File: config.mk
export PLATFORM = sky130hd
export DESIGN_NAME = mp2a_out_fifo
export DESIGN_NICKNAME = d
export VERILOG_FILES = /design/src/rtl/core/mp2a_out_fifo.sv
export SDC_FILE = /design/constraint.sdc
export NUM_CORES = 1
export LEC_CHECK = 0
export CAP_MARGIN = 40
export CORE_MARGIN = 2
export CORE_UTILIZATION = 43
export CTS_CLUSTER_DIAMETER = 80
export DETAILED_ROUTE_END_ITERATION = 7
export DONT_BUFFER_PORTS = 1
export GPL_ROUTABILITY_DRIVEN = 0
export SKIP_CTS_REPAIR_TIMING = 1
export SYNTH_ARGS = -nofsm -noshare
export SYNTH_HDL_FRONTEND = slang
export SYNTH_SLANG_ARGS = --single-unit
File: constraint.sdc
create_clock -name i_clk -period 1.5 [get_ports i_clk]
set_input_delay 0.3 -clock i_clk [delete_from_list [all_inputs] [get_ports i_clk]]
set_output_delay 0.3 -clock i_clk [all_outputs]
set_load 0.005 [all_outputs]
File: src/rtl/core/mp2a_out_fifo.sv
`timescale 1ns / 1ps
// ----------------------------------------------------------------------------
// mp2a_out_fifo
// Two-entry output queue that decouples the pooling pipeline from the
// downstream receiver.
// ----------------------------------------------------------------------------
module mp2a_out_fifo #(
    parameter int WIDTH = 19
) (
    input  logic             i_clk,
    input  logic             i_rst_n,
    input  logic             i_push,
    input  logic [WIDTH-1:0] i_data,
    input  logic             i_pop,
    output logic             o_valid,
    output logic [WIDTH-1:0] o_data,
    output logic [1:0]       o_count
);

    logic [WIDTH-1:0] r_buf [2];
    logic             r_wr_ptr;
    logic             r_rd_ptr;
    logic [1:0]       r_count;

    always_ff @(posedge i_clk) begin
        if (i_push) begin
            r_buf[r_wr_ptr] <= i_data;
        end
    end

    always_ff @(posedge i_clk) begin
        if (!i_rst_n) begin
            r_wr_ptr <= 1'b0;
            r_rd_ptr <= 1'b0;
            r_count  <= 2'd0;
        end else begin
            if (i_push) begin
                r_wr_ptr <= ~r_wr_ptr;
            end
            if (i_pop) begin
                r_rd_ptr <= ~r_rd_ptr;
            end
            r_count <= r_count + 2'(i_push) - 2'(i_pop);
        end
    end

    assign o_valid = (r_count != 2'd0);
    assign o_data  = r_buf[r_rd_ptr];
    assign o_count = r_count;

endmodule

======== Yosys cells after proc, flatten, opt, wreduce, memory -nomap -nowiden ========
Memory sizes are Yosys's and may differ from the RTL's. A register that Yosys moved wholly into a read port is not among the register bits.
Cells that the tools add are included.
storage, ports and cells
  bits in registers ....................... 4
  bits in latches ......................... 0
  memory bits (writable) .................. 38
  ROM bits ................................ 0
  bits of input ports ..................... 23
  output and inout port bits .............. 22
  word-level logic and storage cells ...... 13
  memories kept ........................... 1
operators by class
  add/subtract/negate cells ............... 2
  multiply operators ...................... 0
  divide/modulo/power cells ............... 0
  $lt $le $gt $ge ......................... 0
  equal/unequal tests ..................... 0
  shifts and indexed selects .............. 0
  muxes and demuxes ....................... 4
  bitwise operators ....................... 2
  reductions and logical operators ........ 1
memory list
  memory  words  bits a word  read ports  clocked after Yosys merged registers in  write ports  RTL line  text
  r_buf   2      19           1           1                                        1            20        logic [WIDTH-1:0] r_buf [2];
operator list
  kind               count
  $mux 1             4
  $add 2x1->2        1
  $not 1->1          2
  $reduce_bool 2->1  1
  $sub 2x1->2        1

======== Longest topological paths before layout ========
Gate-level depths: netlist (run 1).
  depth after elaboration ................. 3
  gate-level depth with buffers ........... 6
  gate-level depth less buffers ........... 6

======== Least setup slack after synthesis (run 1) ========
Ideal clock, no wire load.
  path type ............................... input to register
  from .................................... input port i_push
  to ...................................... memory r_buf[0][0] (enable)
  library setup time ...................... 0.398 ns
  arrival time ............................ 1.223 ns
  data required time ...................... 1.102 ns
  path slack .............................. -0.121 ns
  cell stages on the path ................. 1
  buffers on the path ..................... 0
  cell sequence ........................... nor2b_1
on the way
  longest elaborated chain between the ends .. 2
ends and longest elaborated chain
  item                          RTL line  text
  start, declared               12        input logic i_push,
  $mux 1                        26        if (i_push) begin
  $mux 1 (implied by the code)  27        r_buf[r_wr_ptr] <= i_data;
  end, declared                 20
No other way between the ends.

==> metrics, run 1 <==
status=finished clean; final setup violation count=0; CTS clock-pin slew for the worst setup and hold paths=0.07 ns; syn avg cell area=20.83 um^2; final hold viol count=0; Worst path max stage delay=0.37 ns; Yosys reg bits=43; Worst-Margin Slew=0.1472 ns; Nets=116; diode count=0; max-slew violations=0; Final WS setup=0.05968 ns; routed via count=682; cell count after synthesis=79; final setup TNS=0 ns; hold crit path type=in2reg; WL final=2127 um; clk buf depth=2; die height=65.86 um; total track usage=10.99%; 1st-pass router iterations=3; Routed WL per cell=15.19 um; largest net degree at the start of global routing=13; # H-tree levels=2; Chip Width=65.86 um; CTS tree=done; Worst Clk Skew=0.003285 ns; worst path cell trace=buf_6 -> mux2_4; number of CTS-inserted buffers=5; CP Buf/Inv Count=1; Critical Path Slowest Stage Cell=dfxtp_4; Worst VDD drop=0.6748 mV; CP startpoint kind=register; RSZ-0062 raised after global routing=no; root buffer cell=clkbuf_8; drt first-iter violations=20; WP data required=1.20 ns; first-pass GRT wire length=3305 um; antenna violations before repair=0; Post-DP HPWL=1502 um; fin crit period=1.440 ns; Power Density=1260 nW/um^2; CP Class=reg2out; worst-path fanout max=9; Antenna Violating Nets Remaining=0; vias in the first global route=729; Syn-to-layout area delta=10.95%; sequential area share after synthesis=75.44%; Synth Cell Area=1645 um^2; Cell Rows=22; Power Total=2.300 mW; Core ar.=3661 um^2; Post-Syn Nets=104; Synth cell types=14; Leakage Power=0.6547 nW; Arr. time, crit path=1.14 ns; worst skew pair latency=0.28 ns; total of max-cap violations=0; Synthesis Warnings=0; layout cells sized above 1=38.04%; Max transition margin=90.16%; I/O Buffers=0; initial core utilization=44.94%; crit path capture type=primary output; FMAX=694.3 MHz; cell family with most CP delay=flip-flops; DIE AREA=4337 um^2; Boundary Pins=45; DRC=0; grt ovf=0; most frequent cells in the layout=38 x edfxtp_1, 10 x mux2_4, 9 x mux2_2, 5 x clkbuf_8; # clock sinks=43; DP Worst Slack=0.2725 ns; Final period util=96.02%; most common cell after layout, fill and taps aside=edfxtp_1; vias per cell=4.871
==> registers in the layout (all words and copies together), names as in the netlist, named ones only <==
name,flops
r_buf,38
o_count,2
r_rd_ptr,1
r_wr_ptr,1
==> path summary, 6_finish.rpt <==
| kind | endpoint | start | depth (start not counted) | slack [ns] |
|---|---|---|---|---|
| min | r_buf[1][4] | i_data[4] | 0 | 0.11 |
| max | o_data[8] | register | 2 | 0.06 |
| min reg2reg | register | r_rd_ptr | 2 | 0.58 |
| max reg2reg | o_count[1] | o_count[0] | 6 | 0.26 |
==> synth_stat cells (all sizes together) <==
| cell type | number | area, um^2 |
|---|---|---|
| mux2 | 19 | 251.5 |
| o21a | 1 | 7.510 |
| or2 | 1 | 6.260 |
| xnor3 | 1 | 22.52 |
| edfxtp | 38 | 1141 |
| buf | 2 | 31.28 |
| nor2b | 3 | 18.77 |
| inv | 2 | 7.510 |
| and2 | 4 | 25.02 |
| xor2 | 1 | 8.760 |
| dfxtp | 5 | 100.1 |
| ha | 2 | 25.02 |
==> power breakdown <==
group	leakage, nW	internal [mW]	switching, mW
Clock	0.0422	0.326	0.328
Sequential	0.399	1.38	0.0292
Combinational	0.214	0.138	0.0970
==> worst reg2reg max path, delay by kind of cell, from the launching register on <==
kind | cells | cell delay [ns]
buffers and inverters | 2 | 0.11
adders and majority gates | 2 | 0.40
and+or+nand+nor | 1 | 0.10
DFF | 1 | 0.37
xor gates and xnor gates | 1 | 0.20
==> final cells by class <==
class                           count  area (um^2)
Multi-Input combinational cell     32        367.9
Inverter                            2        7.507
Sequential cell                    43         1245
Clock inverter                      1        5.005
Fill cell                         310         1836
Clock buffer                        7        76.32
Timing Repair Buffer                7        63.81
Tap cell                           48        60.06
==> stage by stage <==
| stage | std cells | utilization (%) | area (um^2) | hold slack [ns] |
|---|---|---|---|---|
| finish | 140 | 49.86 | 1826 | 0.1071 |
| global route | 140 | 49.86 | 1826 | 0.08205 |
| CTS | 139 | 49.25 | 1803 | 0.09171 |
| detailed placement | 131 | 47.03 | 1722 | 0.3989 |
| global placement | 131 | 47.03 | 1722 | 0.3989 |
| floorplan | 79 | - | 1648 | 0.3989 |
==> metal layers <==
metal | up-vias | global-route usage [%] | routed length, um
met5 | - | 0 | 0
met4 | 0 | 6.250 | 43
met3 | 7 | 8.007 | 290
met2 | 36 | 18.18 | 1060
met1 | 320 | 9.447 | 733
li1 | 319 | - | -
==> logic make-up after synthesis <==
| logic type | synth area share [%] |
|---|---|
| AO/OA/AOI/OAI | 0.4564 |
| XOR/XNOR | 1.901 |
| AND/OR/NAND/NOR | 3.042 |
| adder cells (fa/ha/maj) | 1.521 |
| buffers and inverters | 2.358 |
| flip-flops | 75.44 |
| multiplexers | 15.29 |
(Power assumes the default switching activity.)
==> run 2: changes to the inputs <==
--- a/config.mk
+++ b/config.mk
@@ -11,7 +11,6 @@
 export CTS_CLUSTER_DIAMETER = 80
 export DETAILED_ROUTE_END_ITERATION = 7
 export DONT_BUFFER_PORTS = 1
-export GPL_ROUTABILITY_DRIVEN = 0
 export SKIP_CTS_REPAIR_TIMING = 1
 export SYNTH_ARGS = -nofsm -noshare
 export SYNTH_HDL_FRONTEND = slang
==> constraint.sdc (replaced) <==
create_clock -name i_clk -period 1.6 [get_ports i_clk]
set_input_delay 0.32 -clock i_clk [delete_from_list [all_inputs] [get_ports i_clk]]
set_output_delay 0.32 -clock i_clk [all_outputs]
set_load 0.005 [all_outputs]
==> metrics, run 2 (synthesized netlist as in run 1, its figures left out) <==
status=finished clean; Antenna Violating Nets Remaining=0; WL final=2131 um; GP Congestion=0.6190; combinational power share=9.8%; # H-tree levels=2; worst skew pair latency=0.28 ns; Finished Cell Area=1803 um^2; vias per cell=4.842; CTS tree=done; Largest Register=r_buf; Boundary Pins=45; CTS clock-pin slew for the worst setup and hold paths=0.07 ns; I/O Buffers=0; Worst path max stage delay=0.37 ns; Hold Slack=0.1251 ns; final setup violation count=0; Int Pwr=1.722 mW; Worst-Margin Slew=0.1648 ns; antenna violations before repair=0; number of CTS-inserted buffers=5; final setup TNS=0 ns; clock share of power=28.9%; vias in the first global route=779; largest net degree at the start of global routing=13; first-pass GRT wire length=3581 um; Syn-to-layout area delta=9.582%; drt first-iter violations=19; most frequent cells in the layout=38 x edfxtp_1, 10 x mux2_4, 9 x mux2_2, 6 x buf_4; fin crit period=1.507 ns; DIE AREA=4337 um^2; Leakage Power=0.6460 nW; most common cell after layout, fill and taps aside=edfxtp_1; Post-DP HPWL=1539 um; Nets=115; Routed WL per cell=15.33 um; Largest register FFs=38; dpl cells=131; CP Class=reg2out; diode count=0; Final WS setup=0.09259 ns; worst path cell trace=buf_4 -> mux2_2; DRC=0; root buffer cell=clkbuf_8; RR Startpoint=o_count[0]; clk buf depth=2; Arr. time, crit path=1.19 ns; Worst VDD drop=0.7560 mV; initial core utilization=44.94%; Seq pwr share=61.3%; RSZ-0062 raised after global routing=no; final hold viol count=0; # clock sinks=43; DP Worst Slack=0.3807 ns; die height=65.86 um; switch share=19.98%; worst-path fanout max=10; Worst Clk Skew=0.005007 ns; FMAX=663.4 MHz; final cell count without fillers=139; CP Buf/Inv Count=1; Critical Path Slowest Stage Cell=mux2_2; CP startpoint kind=register; max-slew violations=0; Hold Crit Start=i_data[4]; Cell Rows=22; cell family with most CP delay=multiplexers; hold crit path type=in2reg; total of max-cap violations=0; grt ovf=0; Power Density=1194 nW/um^2; Post-DP Area=1722 um^2; Sw Pwr=430.0 uW; WP data required=1.28 ns; 1st-pass router iterations=3; routed via count=673; Final period util=94.21%; total track usage=12.16%; Core ar.=3661 um^2; Max transition margin=89.01%; crit path capture type=primary output; Chip Width=65.86 um; layout cells sized above 1=36.26%
[run 2: cell types whose count changed in the layout (fill, tap and decap cells not counted)]
| cell | previous run | this run |
|---|---|---|
| buf_4 | 4 | 6 |
| buf_6 | 3 | 0 |
| dfxtp_1 | 4 | 5 |
| dfxtp_4 | 1 | 0 |
[run 2: metrics by stage]
| stage | total power, mW | utilization (%) |
|---|---|---|
| 4_1_cts | 2.194 | 49.25 |
| 5_1_grt | 2.276 | 49.25 |
| 2_1_floorplan | 1.528 | - |
| 3_5_place_dp | 1.564 | 47.03 |
| 3_3_place_gp | 1.555 | 47.03 |
| 6_report | 2.152 | 49.25 |
[run 2: path summary, 6_finish.rpt]
kind                      end  slack [ns]  cells after the start
hold / removal    r_buf[0][4]        0.13                      0
setup / recovery   o_data[18]        0.09                      2
hold reg to reg      r_rd_ptr        0.58                      2
setup reg to reg   o_count[1]        0.37                      6
[run 2: power groups by stage]
stage / sequential, mW / combinational, mW / clock [mW]
after CTS: 1.32 / 0.218 / 0.655
after floorplan: 1.34 / 0.189 / 0
after global placement: 1.34 / 0.212 / 0
after global routing: 1.33 / 0.239 / 0.711
final: 1.32 / 0.211 / 0.621
after detailed placement: 1.35 / 0.217 / 0
[run 2: layout make-up]
class / count / area, um^2
Clock buffer: 7 / 76.32
Tap cell: 48 / 60.06
Inverter: 2 / 7.507
Clock inverter: 1 / 5.005
Timing Repair Buffer: 6 / 45.04
Multi-Input combinational cell: 32 / 367.9
Sequential cell: 43 / 1241
Fill cell: 301 / 1858
[run 2: worst register-to-register path, cell delays in order (launching register included)]
cell and delay (ns):
dfxtp_1 0.36, inv_1 0.05, ha_1 0.26, inv_1 0.05, ha_1 0.14, xnor3_1 0.20, nor2b_1 0.10
[run 2: metal layers]
layer | global-route usage, % | share of wire, % | vias to the layer above
met1 | 10.80 | 34 | 316
met5 | 0 | 0 | -
met4 | 7.031 | 1.8 | 0
li1 | - | - | 316
met3 | 8.688 | 14 | 5
met2 | 19.82 | 50 | 36
