$ cat src/rtl/core/mp2a_pkg.sv
`timescale 1ns / 1ps
// ----------------------------------------------------------------------------
// mp2a_pkg
// Shared types and constants of the 2x2 max pooling block.
// ----------------------------------------------------------------------------
package mp2a_pkg;

    localparam int CFG_INDEX_BITS = 2;
    localparam int CFG_DATA_BITS  = 11;
    localparam int DIM_REG_BITS   = 11;
    localparam int CHAN_REG_BITS  = 7;

    typedef enum logic [CFG_INDEX_BITS-1:0] {
        REG_IMAGE_WIDTH   = 2'd0,
        REG_IMAGE_HEIGHT  = 2'd1,
        REG_CHANNEL_COUNT = 2'd2
    } t_cfg_reg;

    // Position of one sample inside its pooling window
    typedef struct packed {
        logic first;      // top-left sample, starts a fresh window
        logic row_off;
        logic col_off;
        logic win_done;   // bottom-right sample, window complete
        logic frame_end;  // last window and channel of the map
    } t_pos_flags;

endpackage

$ cat src/rtl/core/mp2a_addr_gen.sv
`timescale 1ns / 1ps
// ----------------------------------------------------------------------------
// mp2a_addr_gen
// Configuration registers and the column / row / channel scan counters.
// Produces the line store address and the window position of each sample.
// ----------------------------------------------------------------------------
module mp2a_addr_gen #(
    parameter int MAX_WIDTH    = 1024,
    parameter int MAX_HEIGHT   = 1024,
    parameter int MAX_CHANNELS = 64,
    parameter int AW           = 15
) (
    input  logic                                i_clk,
    input  logic                                i_rst_n,
    input  logic                                i_cfg_valid,
    input  logic [mp2a_pkg::CFG_INDEX_BITS-1:0] i_cfg_index,
    input  logic [mp2a_pkg::CFG_DATA_BITS-1:0]  i_cfg_data,
    input  logic                                i_advance,
    output logic [AW-1:0]                       o_addr,
    output mp2a_pkg::t_pos_flags                o_flags
);

    localparam int COLW = $clog2(MAX_WIDTH);
    localparam int ROWW = $clog2(MAX_HEIGHT);
    localparam int CHW  = (MAX_CHANNELS > 1) ? $clog2(MAX_CHANNELS) : 1;
    localparam int WL   = $clog2(MAX_WIDTH + 1);
    localparam int HL   = $clog2(MAX_HEIGHT + 1);
    localparam int CL   = $clog2(MAX_CHANNELS + 1);
    localparam int RST_W = (32 > MAX_WIDTH) ? MAX_WIDTH : 32;
    localparam int RST_H = (32 > MAX_HEIGHT) ? MAX_HEIGHT : 32;

    logic [WL-1:0]   r_w_lim;
    logic [HL-1:0]   r_h_lim;
    logic [CL-1:0]   r_c_lim;
    logic [COLW-1:0] r_col, n_col;
    logic [ROWW-1:0] r_row, n_row;
    logic [CHW-1:0]  r_chan, n_chan;

    logic chan_last, col_last, row_last;

    // Limits are stored already clamped: zero acts as one, too large saturates
    always_ff @(posedge i_clk) begin
        if (!i_rst_n) begin
            r_w_lim <= WL'(RST_W);
            r_h_lim <= HL'(RST_H);
            r_c_lim <= CL'(1);
        end else if (i_cfg_valid) begin
            case (i_cfg_index)
                mp2a_pkg::REG_IMAGE_WIDTH: begin
                    if (32'(i_cfg_data) > MAX_WIDTH) begin
                        r_w_lim <= WL'(MAX_WIDTH);
                    end else if (i_cfg_data == '0) begin
                        r_w_lim <= WL'(1);
                    end else begin
                        r_w_lim <= WL'(i_cfg_data);
                    end
                end
                mp2a_pkg::REG_IMAGE_HEIGHT: begin
                    if (32'(i_cfg_data) > MAX_HEIGHT) begin
                        r_h_lim <= HL'(MAX_HEIGHT);
                    end else if (i_cfg_data == '0) begin
                        r_h_lim <= HL'(1);
                    end else begin
                        r_h_lim <= HL'(i_cfg_data);
                    end
                end
                mp2a_pkg::REG_CHANNEL_COUNT: begin
                    if (32'(i_cfg_data[mp2a_pkg::CHAN_REG_BITS-1:0]) > MAX_CHANNELS) begin
                        r_c_lim <= CL'(MAX_CHANNELS);
                    end else if (i_cfg_data[mp2a_pkg::CHAN_REG_BITS-1:0] == '0) begin
                        r_c_lim <= CL'(1);
                    end else begin
                        r_c_lim <= CL'(i_cfg_data[mp2a_pkg::CHAN_REG_BITS-1:0]);
                    end
                end
                default: begin
                end
            endcase
        end
    end

    assign chan_last = (CL'(r_chan) + CL'(1)) >= r_c_lim;
    assign col_last  = (WL'(r_col) + WL'(1)) >= r_w_lim;
    assign row_last  = (HL'(r_row) + HL'(1)) >= r_h_lim;

    always_comb begin
        n_chan = r_chan;
        n_col  = r_col;
        n_row  = r_row;
        if (!chan_last) begin
            n_chan = r_chan + CHW'(1);
        end else begin
            n_chan = '0;
            if (!col_last) begin
                n_col = r_col + COLW'(1);
            end else begin
                n_col = '0;
                n_row = row_last ? '0 : r_row + ROWW'(1);
            end
        end
    end

    always_ff @(posedge i_clk) begin
        if (!i_rst_n) begin
            r_chan <= '0;
            r_col  <= '0;
            r_row  <= '0;
        end else if (i_advance) begin
            r_chan <= n_chan;
            r_col  <= n_col;
            r_row  <= n_row;
        end
    end

    // Entry of (output column, channel)
    assign o_addr = AW'(32'(r_col >> 1) * MAX_CHANNELS + 32'(r_chan));

    always_comb begin
        o_flags.first     = !r_col[0] && !r_row[0];
        o_flags.row_off   = r_row[0];
        o_flags.col_off   = r_col[0];
        o_flags.win_done  = (r_col[0] || col_last) && (r_row[0] || row_last);
        o_flags.frame_end = chan_last && col_last && row_last;
    end

endmodule

$ cat config.mk
export PLATFORM = sky130hd
export DESIGN_NAME = mp2a_addr_gen
export DESIGN_NICKNAME = d
export VERILOG_FILES = /design/src/rtl/core/mp2a_pkg.sv /design/src/rtl/core/mp2a_addr_gen.sv
export SDC_FILE = /design/constraint.sdc
export NUM_CORES = 1
export LEC_CHECK = 0
export ABC_AREA = 1
export BUFFER_PORTS_ARGS = -buffer_cell sky130_fd_sc_hd__buf_4
export CORE_ASPECT_RATIO = 0.9
export CORE_MARGIN = 2
export CORE_UTILIZATION = 50
export CTS_CLUSTER_SIZE = 12
export DETAILED_ROUTE_END_ITERATION = 10
export MAX_ROUTING_LAYER = met4
export PLACE_DENSITY = 0.66
export SLEW_MARGIN = 25
export SYNTH_ARGS = -nofsm -noshare
export SYNTH_HDL_FRONTEND = slang
export SYNTH_SLANG_ARGS = --single-unit
export TNS_END_PERCENT = 10
$ cat constraint.sdc
create_clock -name i_clk -period 3.9 [get_ports i_clk]
set_clock_uncertainty 0.05 [all_clocks]
set_input_delay 0.78 -clock i_clk [delete_from_list [all_inputs] [get_ports i_clk]]
set_output_delay 0.78 -clock i_clk [all_outputs]
set_load 0.02 [all_outputs]
# --- After elaboration in Yosys (flattened, before gate mapping) ---
# Index checks and enable logic that the tools add are counted.
totals:
  ff_bits: 55
  input_bits: 17
  output_inout_bits: 20
  wordCells: 43
op_classes:
  addsub: 7
  n_lt_le_gt_ge: 5
  eq_ne: 2
  n_mux: 7
  reduce_logical: 16
op_table:
  columns: ["cell", "n"]
  rows:
  - ["10-bit by 1-bit adder with 11-bit output, second input constant", 2]
  - ["11-bit greater-or-equal comparator", 2]
  - ["11-bit two-way mux", 2]
  - ["10-bit by 1-bit adder with 10-bit output, second input constant", 2]
  - ["10-bit two-way mux", 2]
  - ["15-bit by 6-bit adder with 15-bit output", 1]
  - ["7-bit two-way mux", 2]
  - ["11-bit > comparator, second input constant", 1]
  - ["11-bit logical NOT", 1]
  - ["2-bit AND reduction", 4]
  - ["6-bit by 1-bit adder with 7-bit output, second input constant", 1]
  - ["7-bit greater-or-equal comparator", 1]
  - ["7-bit > comparator, second input constant", 1]
  - ["7-bit logical NOT", 1]
  - ["6-bit by 1-bit adder with 6-bit output, second input constant", 1]
  - ["6-bit two-way mux", 1]
  - ["1-bit logical AND", 4]
  - ["3-bit AND reduction", 1]
  - ["2-bit by 1-bit equality test with 1-bit output, second input constant", 1]
  - ["2-bit equality test, second input constant", 1]
  - ["1-bit logical NOT", 2]
  - ["2-bit logical NOT", 1]
  - ["1-bit logical OR", 2]

# --- Depth between registers and ports, before layout ---
# Gate-level depths: netlist of run 1.
logic_depth:
  depth_word: 4
  mapped_depth: 19
  mapped_depth_nobuf: 18

# --- Worst setup path after synthesis of run 1 ---
# OpenSTA, ideal clock, no wires.
synth_path:
  path_kind: "register to output"
  start: "register r_col[0]"
  end: "output port o_flags[1] in the netlist's numbering"
  t_arrival_ps: 2251
  required_time_ps: 3070
  setup_slack_ps: 819
  stages_incl_launch_ff: 16
  path_buffers: 0
  path_cell_list: "dfxtp_1 > ha_1 > nand2_1 > nor2_1 > nand4_1 > nand2_1 > inv_1 > ha_1 > nand2_1 > nand2_1 > a21oi_1 > nand2_1 > inv_1 > nand3_4 > o22ai_1 > inv_1"
synth_rtl:
  columns: ["item", "line_no", "source"]
  rows:
  - ["from (decl)", "mp2a_addr_gen.sv:35", "logic [COLW-1:0] r_col, n_col;"]
  - ["from (signal assigned)", "mp2a_addr_gen.sv:110", "r_col <= n_col;"]
  - ["to (decl)", "mp2a_addr_gen.sv:20", "output mp2a_pkg::t_pos_flags o_flags"]

==> summary.md, run 1 <==
| Metric | Value |
|---|---|
| Final Max Slew Viols | 0 |
| Post-Syn Area | 3470 µm² |
| ANT cells | 0 |
| Syn nets | 572 |
| Core box area | 6660 µm² |
| Fmax | 283 MHz |
| CTS sink cnt | 55 |
| DRT iter0 DRCs | 149 |
| Critical R2R Launch | r_col[0] |
| Syn Inst Count | 523 |
| H-tree level count | 2 |
| First-pass iteration count of the detailed router | 4 |
| CTS tree | built |
| Switch Pwr | roughly 800 µW |
| Gpl congestion | a little over 0.9 |
| Pleak | 2.03 nW |
| Max IR drop VDD | 0.180 mV |
| Crit-path max FO | 8 |
| Crit path arrival time | 2.70 ns |
| Final setup viols | 0 |
| Multi-input gate area | 1930 µm² |
| Setup CP Type | flip-flop to primary output |
| Tot Pwr | 1.92 mW |
| Commonest non-fill, non-tap cell in the layout | nand2_1 |
| Final wirelength | 7.69 mm |
| R2r setup slk | 1.18 ns |
| HPWL Detailed | 5.98 mm |
| Max-cap viol count | 0 |
| Minimum clock period | 3.53 ns |
| Sequential cell area | 1100 µm² |
| Inserted Clock Buffers | 5 |
| Worst skew pair latency | ~0.31 ns |
| Total Nets Final | 603 |
| Synth warn | 0 |
| Largest net degree at the start of global routing | 38 |
| Initial Utilization | 0.521 |
| Gate power share | 0.442 |
| Root buf cell | clkbuf_8 |
| Avg Inst Size Synth | 6.63 µm² |
| CTS Hold Bufs | 0 |
| Top cell by count, worst path | inv_1 |
| Sw Share | 0.417 |
| Drc violations | 0 |
| Post-synth cell types | 32 |
| Fin crit share | 0.905 |
| Outcome | completed |
| DP Cell Count | between 600 and 700 |
| Die width | 91.8 µm |
| Worst r2r dst | r_col[6] |
| Worst setup margin | 0.370 ns |
| Slowest cell delay on critical path | ~0.42 ns |
| Top_reg_cell synth | dfxtp_1 |
| CP cell instances | nand3_1 -> nor3_2 -> nand3_1 -> nand2_1 -> inv_1 -> nor2_1 -> inv_1 -> ha_1 -> nand2_1 -> inv_1 -> a21oi_1 -> nand2_1 -> inv_1 -> nand3_4 -> o22ai_1 -> inv_1 -> buf_4 |
| Total gr overflow | 0 |
| Fillers | 691 |
| Final ANT Viol Nets | 0 |
| Via density | 4.92 |
| Initial antenna violation count | 0 |
| Clk buf depth | 2 |
| Crit. End Element | primary output |
| Slowest CP cell | dfxtp_2 |
| Worst setup endpoint | o_flags[1] |
| Hold crit path type | flip-flop to flip-flop |
| Slew @ Worst Pin | 0.649 ns |
| Layout Cells excl Fill | 645 |
| Worst slew margin | 0.566 |
| Fin Hold WS | 0.422 ns |
| Drt wl/cell | 11.9 µm |
| Final hold vios | 0 |
| Total track usage | 0.217 |
| Io pins | 37 |
| EDFF count, synth | 0 |
| Commonest non-fill, non-tap cells in the layout | nand2_1 (110), inv_1 (96), nor2_1 (76), dfxtp_1 (53) |
| Share of cells above drive strength 1 | 0.114 |
| CP Depth | 17 |
| Die height | between 80 and 90 µm |
| Pre-CTS setup slack | 0.611 ns |
| Core Rows | 28 |
| Area growth syn-to-layout | 12.7% |
| Top delay family on crit path | simple AND/OR/NAND/NOR gates |
| P_int | 1.12 mW |
| CP required | 3.07 ns |
| Pwr Density | 491 nW/µm² |
| Clk slew on worst S/H paths | 0.10 ns |
| Vias in the first global route | 2950 |
| First-pass GRT wire length | 13.5 mm |
| Synth Register Bits | 55 |
| Async SR Flop Fraction | 0 |
| Die area | 7610 µm² |
| Critical Path Source | r_col[0] |
| CP Launch Type | flip-flop |
| Sequential share of the synthesized area | 0.318 |
| Port Buffer Count | 36 |
| Clock power share | 0.186 |
| Vias | 3171 |
| Crit path buf inv count | 6 |
| Worst reg-to-reg path cell count | 17 |
| RSZ-0062 raised after global routing | false |
| Sequential power share | 0.372 |
| Setup TNS | 0 ns |
-- worst min-delay path by stage --
stage                from         end  slack, ns  depth (start not counted)
2_1_floorplan  r_w_lim[9]  r_w_lim[9]       0.38                          2
3_3_place_gp   r_c_lim[6]  r_c_lim[6]       0.40                          2
3_5_place_dp   r_c_lim[2]  r_c_lim[2]       0.41                          2
4_1_cts        r_c_lim[3]  r_c_lim[3]       0.42                          2
5_1_grt        r_c_lim[3]  r_c_lim[3]       0.45                          2
6_report       r_c_lim[3]  r_c_lim[3]       0.42                          2
-- power groups by stage --
stage               clock, mW  sequential (mW)  combinational [mW]
finish                  0.356            0.712               0.847
CTS                     0.361            0.710               0.851
detailed placement          0            0.723               0.847
global placement            0            0.720               0.827
global route            0.386            0.726               0.980
floorplan                   0            0.743               0.598
-- flip-flops by register name (all words and copies together) (netlist names) --
signal   count
r_chan       6
r_row       10
r_h_lim     11
r_c_lim      7
r_col       10
r_w_lim     11
-- Yosys cell counts, drive strengths merged, types with 3 or more instances --
cell,number,area share
buf,9,0.018
nand2,113,0.13
nor3,7,0.016
xor2,9,0.023
nand3,22,0.037
o21ai,36,0.052
nor2,78,0.086
dfxtp,55,0.32
ha,32,0.12
clkbuf,5,0.0054
inv,98,0.11
nand4,8,0.014
a211oi,3,0.0065
a21oi,39,0.057
-- worst min-delay path, stage by stage, from the launching register on --
cell     delay, ns
dfxtp_1       0.32
nand2_1       0.06
a21oi_1       0.05
-- stage by stage --
stage                      util  cell area, µm²
final                     0.587            3910
after global routing      0.587            3910
after CTS                 0.585            3900
after detailed placement  0.570            3790
after global placement    0.570            3790
after floorplan               -            3470
-- area by class of cell --
cell class	count	share of cell area
clock buffer	7	0.0247
clock inverter	1	0.00192
inverter	99	0.0952
multi-input combinational	355	0.494
sequential	55	0.283
tap	90	0.0288
timing repair buffer	38	0.0731
-- routing by layer --
metal / track usage / share of wire
met4: 0.0380 / 0.0066
met5: - / 0
met1: 0.321 / 0.53
met2: 0.320 / 0.42
met3: 0.0318 / 0.035
-- cells by family (layout without fill, tap and decap cells) --
logic type      Yosys count  count (layout)  synth area share
simple gates            232             232             0.289
buf+inv                 113             145             0.131
compound gates           81              81             0.122
flops                    55              55             0.318
fa+ha+maj                32              32             0.116
xor+xnor                 10              10            0.0253
-- timing repair --
item,4_1_cts,5_1_grt
setup endpoints to repair,0,2
gates resized for setup,0,2
buffers inserted,0,0
No activity file was read; power rests on OpenSTA's default activity.
==> run 2: changes to the inputs <==
CTS_CLUSTER_DIAMETER = 200   (was not set)
SETUP_SLACK_MARGIN = 0.4   (was not set)
==> summary.md, run 2 (same netlist as run 1, synthesis figures left out) <==
| Metric | Value |
|---|---|
| Outcome | completed (unchanged) |
| Layout Cells excl Fill | 651 (was 645) |
| Gpl congestion | 0.929 (unchanged) |
| Final ANT Viol Nets | 0 (unchanged) |
| Area growth syn-to-layout | 18.1% (was 12.7%) |
| Minimum clock period | 3.37 ns (was 3.53 ns) |
| CP required | 3.07 ns (about the same) |
| CTS Hold Bufs | 0 (unchanged) |
| Worst skew pair latency | 0.32 ns (was 0.31 ns) |
| First-pass iteration count of the detailed router | 4 (unchanged) |
| Drt wl/cell | 12.2 µm (was 11.9 µm) |
| Final hold vios | 0 (unchanged) |
| Setup CP Type | flip-flop to primary output (unchanged) |
| Total Nets Final | 609 (was 603) |
| Final wirelength | 7.97 mm (was 7.69 mm) |
| Root buf cell | clkbuf_8 (unchanged) |
| Drc violations | 0 (unchanged) |
| Tot Pwr | 2.00 mW (was 1.92 mW) |
| DRT iter0 DRCs | 129 (was 149) |
| Multi-input gate area | 2040 µm² (was 1930 µm²) |
| Initial antenna violation count | 0 (unchanged) |
| Crit path buf inv count | 4 (was 6) |
| Fin crit share | 0.865 (was 0.905) |
| Sequential cell area | 1120 µm² (was 1100 µm²) |
| CTS tree | built (unchanged) |
| Initial Utilization | 0.521 (unchanged) |
| Crit-path max FO | 5 (was 8) |
| CP Launch Type | flip-flop (unchanged) |
| Biggest regs | r_h_lim (11), r_w_lim (11) (unchanged) |
| Setup TNS | 0 ns (unchanged) |
| ANT cells | 0 (unchanged) |
| Crit path arrival time | 2.54 ns (was 2.70 ns) |
| Final setup viols | 0 (unchanged) |
| Vias | 3241 (was 3171) |
| CP cell instances | nand3_4 -> nor3_4 -> buf_4 -> nand2_1 -> xor2_1 -> ha_1 -> nand2_1 -> nor2_1 -> nand3_1 -> nand2_1 -> inv_2 -> nand3_4 -> o22ai_2 -> inv_1 -> buf_4 (was nand3_1 -> nor3_2 -> nand3_1 -> nand2_1 -> inv_1 -> nor2_1 -> inv_1 -> ha_1 -> nand2_1 -> inv_1 -> a21oi_1 -> nand2_1 -> inv_1 -> nand3_4 -> o22ai_1 -> inv_1 -> buf_4) |
| Total gr overflow | 0 (unchanged) |
| Max IR drop VDD | 0.178 mV (was 0.180 mV) |
| Share of cells above drive strength 1 | 0.171 (was 0.114) |
| DP Cell Count | 637 (unchanged) |
| Slew @ Worst Pin | 0.650 ns (was 0.649 ns) |
| Largest net degree at the start of global routing | 38 (unchanged) |
| Die height | 83.0 µm (unchanged) |
| Vias in the first global route | 2950 (unchanged) |
| CTS sink cnt | 55 (unchanged) |
| Top cell by count, worst path | nand2_1 (was inv_1) |
| Clk buf depth | 2 (unchanged) |
| Die area | 7610 µm² (unchanged) |
| Io pins | 37 (unchanged) |
| Pwr Density | 488 nW/µm² (was 491 nW/µm²) |
| Pleak | 2.09 nW (was 2.03 nW) |
| Port Buffer Count | 36 (unchanged) |
| Commonest non-fill, non-tap cell in the layout | nand2_1 (unchanged) |
| Fillers | 671 (was 691) |
| Slowest cell delay on critical path | 0.40 ns (was 0.42 ns) |
| Final Max Slew Viols | 0 (unchanged) |
| Clk slew on worst S/H paths | 0.10 ns (about the same) |
| Inserted Clock Buffers | 5 (unchanged) |
| Top delay family on crit path | simple AND/OR/NAND/NOR gates (unchanged) |
| Crit. End Element | primary output (unchanged) |
| Hold crit path type | flip-flop to flip-flop (unchanged) |
| Fmax | 297 MHz (was 283 MHz) |
| Worst slew margin | 0.566 (about the same) |
| Commonest non-fill, non-tap cells in the layout | nand2_1 (106), inv_1 (94), nor2_1 (75), dfxtp_1 (46), buf_4 (43) (was nand2_1 (110), inv_1 (96), nor2_1 (76), dfxtp_1 (53)) |
| RSZ-0062 raised after global routing | true (was false) |
| Core box area | 6660 µm² (unchanged) |
| Die width | 91.8 µm (unchanged) |
| Final core occ | 0.615 (was 0.587) |
| Fin Hold WS | 0.422 ns (about the same) |
| HPWL Detailed | 5.98 mm (unchanged) |
| First-pass GRT wire length | 13.5 mm (unchanged) |
| Total track usage | 0.217 (unchanged) |
| H-tree level count | 2 (unchanged) |
| Max-cap viol count | 0 (unchanged) |
| Via density | 4.98 (was 4.92) |
| Core Rows | 28 (unchanged) |
| Slowest CP cell | dfxtp_4 (was dfxtp_2) |
-- run 2: cell count changes in the layout (fill, tap and decap cells not counted), moves of 3 or more --
cell and change:
dfxtp_1 -7, nand2_1 -4, nand3_1 -3, nand2_2 +4, buf_4 +5, ha_1 -3, dfxtp_4 +5
-- run 2: final cells by class --
type	instances	share of cell area
multi-input cells	355	0.500
flip-flops and latches	55	0.275
inverters	99	0.0908
repair buffers	44	0.0817
well taps	90	0.0275
clock buffers	7	0.0235
clock inverters	1	0.00183
-- run 2: worst paths after layout --
| kind | cells after the start | end | from | slack (ns) |
|---|---|---|---|---|
| worst min-delay path | 2 | r_c_lim[3] | r_c_lim[3] | 0.42 |
| worst max register to register | 14 | r_col[2] | r_chan[0] | 1.19 |
| worst min register to register | 2 | r_c_lim[3] | r_c_lim[3] | 0.42 |
| worst max-delay path | 15 | o_flags[1] | r_col[2] | 0.53 |
-- run 2: through the flow --
step / area (µm²) / setup slack (ns)
final: 4090 / 0.528
after global routing: 4090 / 0.354
after detailed placement: 3790 / 0.611
after floorplan: 3470 / 0.819
after global placement: 3790 / 0.650
after CTS: 3900 / 0.374
-- run 2: what timing repair did --
action	CTS	global route
setup buffers	0	6
pin swaps	0	12
hold endpoints to repair	0	0
gates resized for setup	3	38
setup endpoints to repair	2	2
-- run 2: routing by layer --
layer | GRT usage | vias to the layer above | share of wire
li1 | - | 1711 | -
met1 | 0.321 | 1470 | 0.52
met2 | 0.320 | 55 | 0.44
met3 | 0.0318 | 5 | 0.035
met4 | 0.0380 | 0 | 0.0061
met5 | - | - | 0
-- run 2: where the power goes --
group	switching, mW	internal [mW]	leakage [nW]	total, mW
Sequential	0.0812	0.646	0.455	0.728
Combinational	0.562	0.352	1.59	0.915
Clock	0.193	0.162	0.0505	0.355
Total	0.836	1.16	2.09	2.00
-- run 2: worst min-delay path, stage by stage, from the launching register on --
cell     delay, ns
dfxtp_1       0.32
nand2_1       0.06
a21oi_1       0.05
==> run 3: changes to the inputs <==
CTS_CLUSTER_DIAMETER = not set   (was 200)
MAX_ROUTING_LAYER = not set   (was met4)
SLEW_MARGIN = not set   (was 25)
==> summary.md, run 3 (same netlist as run 1, synthesis figures left out) <==
| Metric | Value |
|---|---|
| Total track usage | 0.211 (was 0.217) |
| Fin crit share | 0.865 (about the same) |
| Setup TNS | 0 ns (unchanged) |
| CTS tree | built (unchanged) |
| First-pass iteration count of the detailed router | 4 (unchanged) |
| Drc violations | 0 (unchanged) |
| Clk slew on worst S/H paths | 0.10 ns (about the same) |
| Share of cells above drive strength 1 | 0.171 (unchanged) |
| Io pins | 37 (unchanged) |
| Die height | 83.0 µm (unchanged) |
| Max-cap viol count | 0 (unchanged) |
| Slew @ Worst Pin | 1.03 ns (was 0.650 ns) |
| Worst setup margin | 0.526 ns (was 0.528 ns) |
| Max IR drop VDD | 0.179 mV (was 0.178 mV) |
| Final hold vios | 0 (unchanged) |
| Crit path arrival time | 2.54 ns (about the same) |
| Total Nets Final | 609 (unchanged) |
| Initial Utilization | 0.521 (unchanged) |
| Inserted Clock Buffers | 5 (unchanged) |
| Setup CP Type | flip-flop to primary output (unchanged) |
| RSZ-0062 raised after global routing | true (unchanged) |
| Final ANT Viol Nets | 0 (unchanged) |
| Via density | 4.95 (was 4.98) |
| Gpl congestion | 0.913 (was 0.929) |
| DP Cell Count | 637 (unchanged) |
| Crit. End Element | primary output (unchanged) |
| DRT iter0 DRCs | 148 (was 129) |
| Vias in the first global route | 2950 (unchanged) |
| Vias | 3224 (was 3241) |
| Clk buf depth | 2 (unchanged) |
| Pwr Density | 488 nW/µm² (about the same) |
| Die width | 91.8 µm (unchanged) |
| Area growth syn-to-layout | 17.9% (was 18.1%) |
| First-pass GRT wire length | 13.5 mm (about the same) |
| Port Buffer Count | 36 (unchanged) |
| Initial antenna violation count | 0 (unchanged) |
| CP Launch Type | flip-flop (unchanged) |
| Top cell by count, worst path | nand2_1 (unchanged) |
| Die area | 7610 µm² (unchanged) |
| Minimum clock period | 3.37 ns (about the same) |
| Pleak | 2.09 nW (about the same) |
| Final wirelength | 7.98 mm (was 7.97 mm) |
| Root buf cell | clkbuf_8 (unchanged) |
| Final setup viols | 0 (unchanged) |
| Pre-CTS setup slack | 0.611 ns (unchanged) |
| CTS sink cnt | 55 (unchanged) |
| Biggest regs | r_h_lim (11), r_w_lim (11) (unchanged) |
| Crit-path max FO | 5 (unchanged) |
| Final Max Slew Viols | 0 (unchanged) |
| HPWL Detailed | 5.98 mm (unchanged) |
| ANT cells | 0 (unchanged) |
| Hold crit path type | flip-flop to flip-flop (unchanged) |
| Core box area | 6660 µm² (unchanged) |
| Fin Hold WS | 0.423 ns (was 0.422 ns) |
| Slowest CP cell | dfxtp_4 (unchanged) |
| Worst skew pair latency | 0.31 ns (was 0.32 ns) |
| Drt wl/cell | 12.3 µm (was 12.2 µm) |
| Layout Cells excl Fill | 651 (unchanged) |
| Outcome | completed (unchanged) |
| Fmax | 296 MHz (was 297 MHz) |
| Worst slew margin | 0.310 (was 0.566) |
| Slowest cell delay on critical path | 0.40 ns (about the same) |
| Largest net degree at the start of global routing | 38 (unchanged) |
| Core Rows | 28 (unchanged) |
| CP required | 3.07 ns (about the same) |
| CTS Hold Bufs | 0 (unchanged) |
| CP cell instances | nand3_4 -> nor3_4 -> buf_4 -> nand2_1 -> xor2_1 -> ha_1 -> nand2_1 -> nor2_1 -> nand3_1 -> nand2_1 -> inv_2 -> nand3_4 -> and3_4 -> buf_6 (was nand3_4 -> nor3_4 -> buf_4 -> nand2_1 -> xor2_1 -> ha_1 -> nand2_1 -> nor2_1 -> nand3_1 -> nand2_1 -> inv_2 -> nand3_4 -> o22ai_2 -> inv_1 -> buf_4) |
| Commonest non-fill, non-tap cell in the layout | nand2_1 (unchanged) |
| Commonest non-fill, non-tap cells in the layout | nand2_1 (106), inv_1 (94), nor2_1 (75), dfxtp_1 (46), buf_4 (43) (unchanged) |
| Total gr overflow | 0 (unchanged) |
| H-tree level count | 2 (unchanged) |
==> run 3: changes by cell type in the layout (fill, tap and decap cells not counted) <==
cell    previous run  this run
nor3_4             3         2
nor3_2             2         3
==> run 3: power by group <==
group	total (mW)	internal (mW)	switching, mW	leakage [nW]
clock	0.355	0.162	0.193	0.0505
sequential	0.728	0.646	0.0812	0.455
combinational	0.913	0.352	0.560	1.59
total	2.00	1.16	0.834	2.09
==> run 3: per-stage QoR <==
step | utilization | total power, mW | cell area [µm²]
6_report | 0.614 | 2.00 | 4090
4_1_cts | 0.586 | 1.92 | 3900
2_1_floorplan | - | 1.34 | 3470
3_3_place_gp | 0.570 | 1.55 | 3790
3_5_place_dp | 0.570 | 1.57 | 3790
5_1_grt | 0.614 | 2.17 | 4090
==> run 3: area by class of cell <==
cell class                 count  area (µm²)
clock inverter                 1        7.51
inverter                      99         372
tap                           90         113
clock buffer                   7        96.3
fill                         670        2570
timing repair buffer          44         334
multi-input combinational    355        2040
sequential                    55        1120
==> run 3: final timing paths <==
check                  start    endpoint  slack, ns  cells past startpoint
hold / removal    r_c_lim[3]  r_c_lim[3]       0.42                      2
setup reg to reg   r_chan[0]    r_col[2]       1.19                     14
setup / recovery    r_col[2]  o_flags[0]       0.53                     14
hold reg to reg   r_c_lim[3]  r_c_lim[3]       0.42                      2
==> run 3: per-layer routing <==
layer  global-route usage  vias up  wire, µm
met1                0.317     1449      4120
met4               0.0380        0        45
met2                0.323       59      3510
met3               0.0318        5       303
li1                     -     1711         -
met5                    0        -         0
==> run 3: worst max-delay path: cells and delay by family (launching register included) <==
family / cells / cell delay (ns)
AND/OR/NAND/NOR: 9 / 1.03
flip-flops: 1 / 0.40
buffers and inverters: 3 / 0.30
XOR/XNOR: 1 / 0.17
adder cells (fa/ha/maj): 1 / 0.33
==> run 3: timing repair <==
item,CTS,global route
gates resized for setup,3,38
setup endpoints to repair,2,2
pin swaps,0,12
buffers inserted,0,6
hold endpoints to repair,0,0
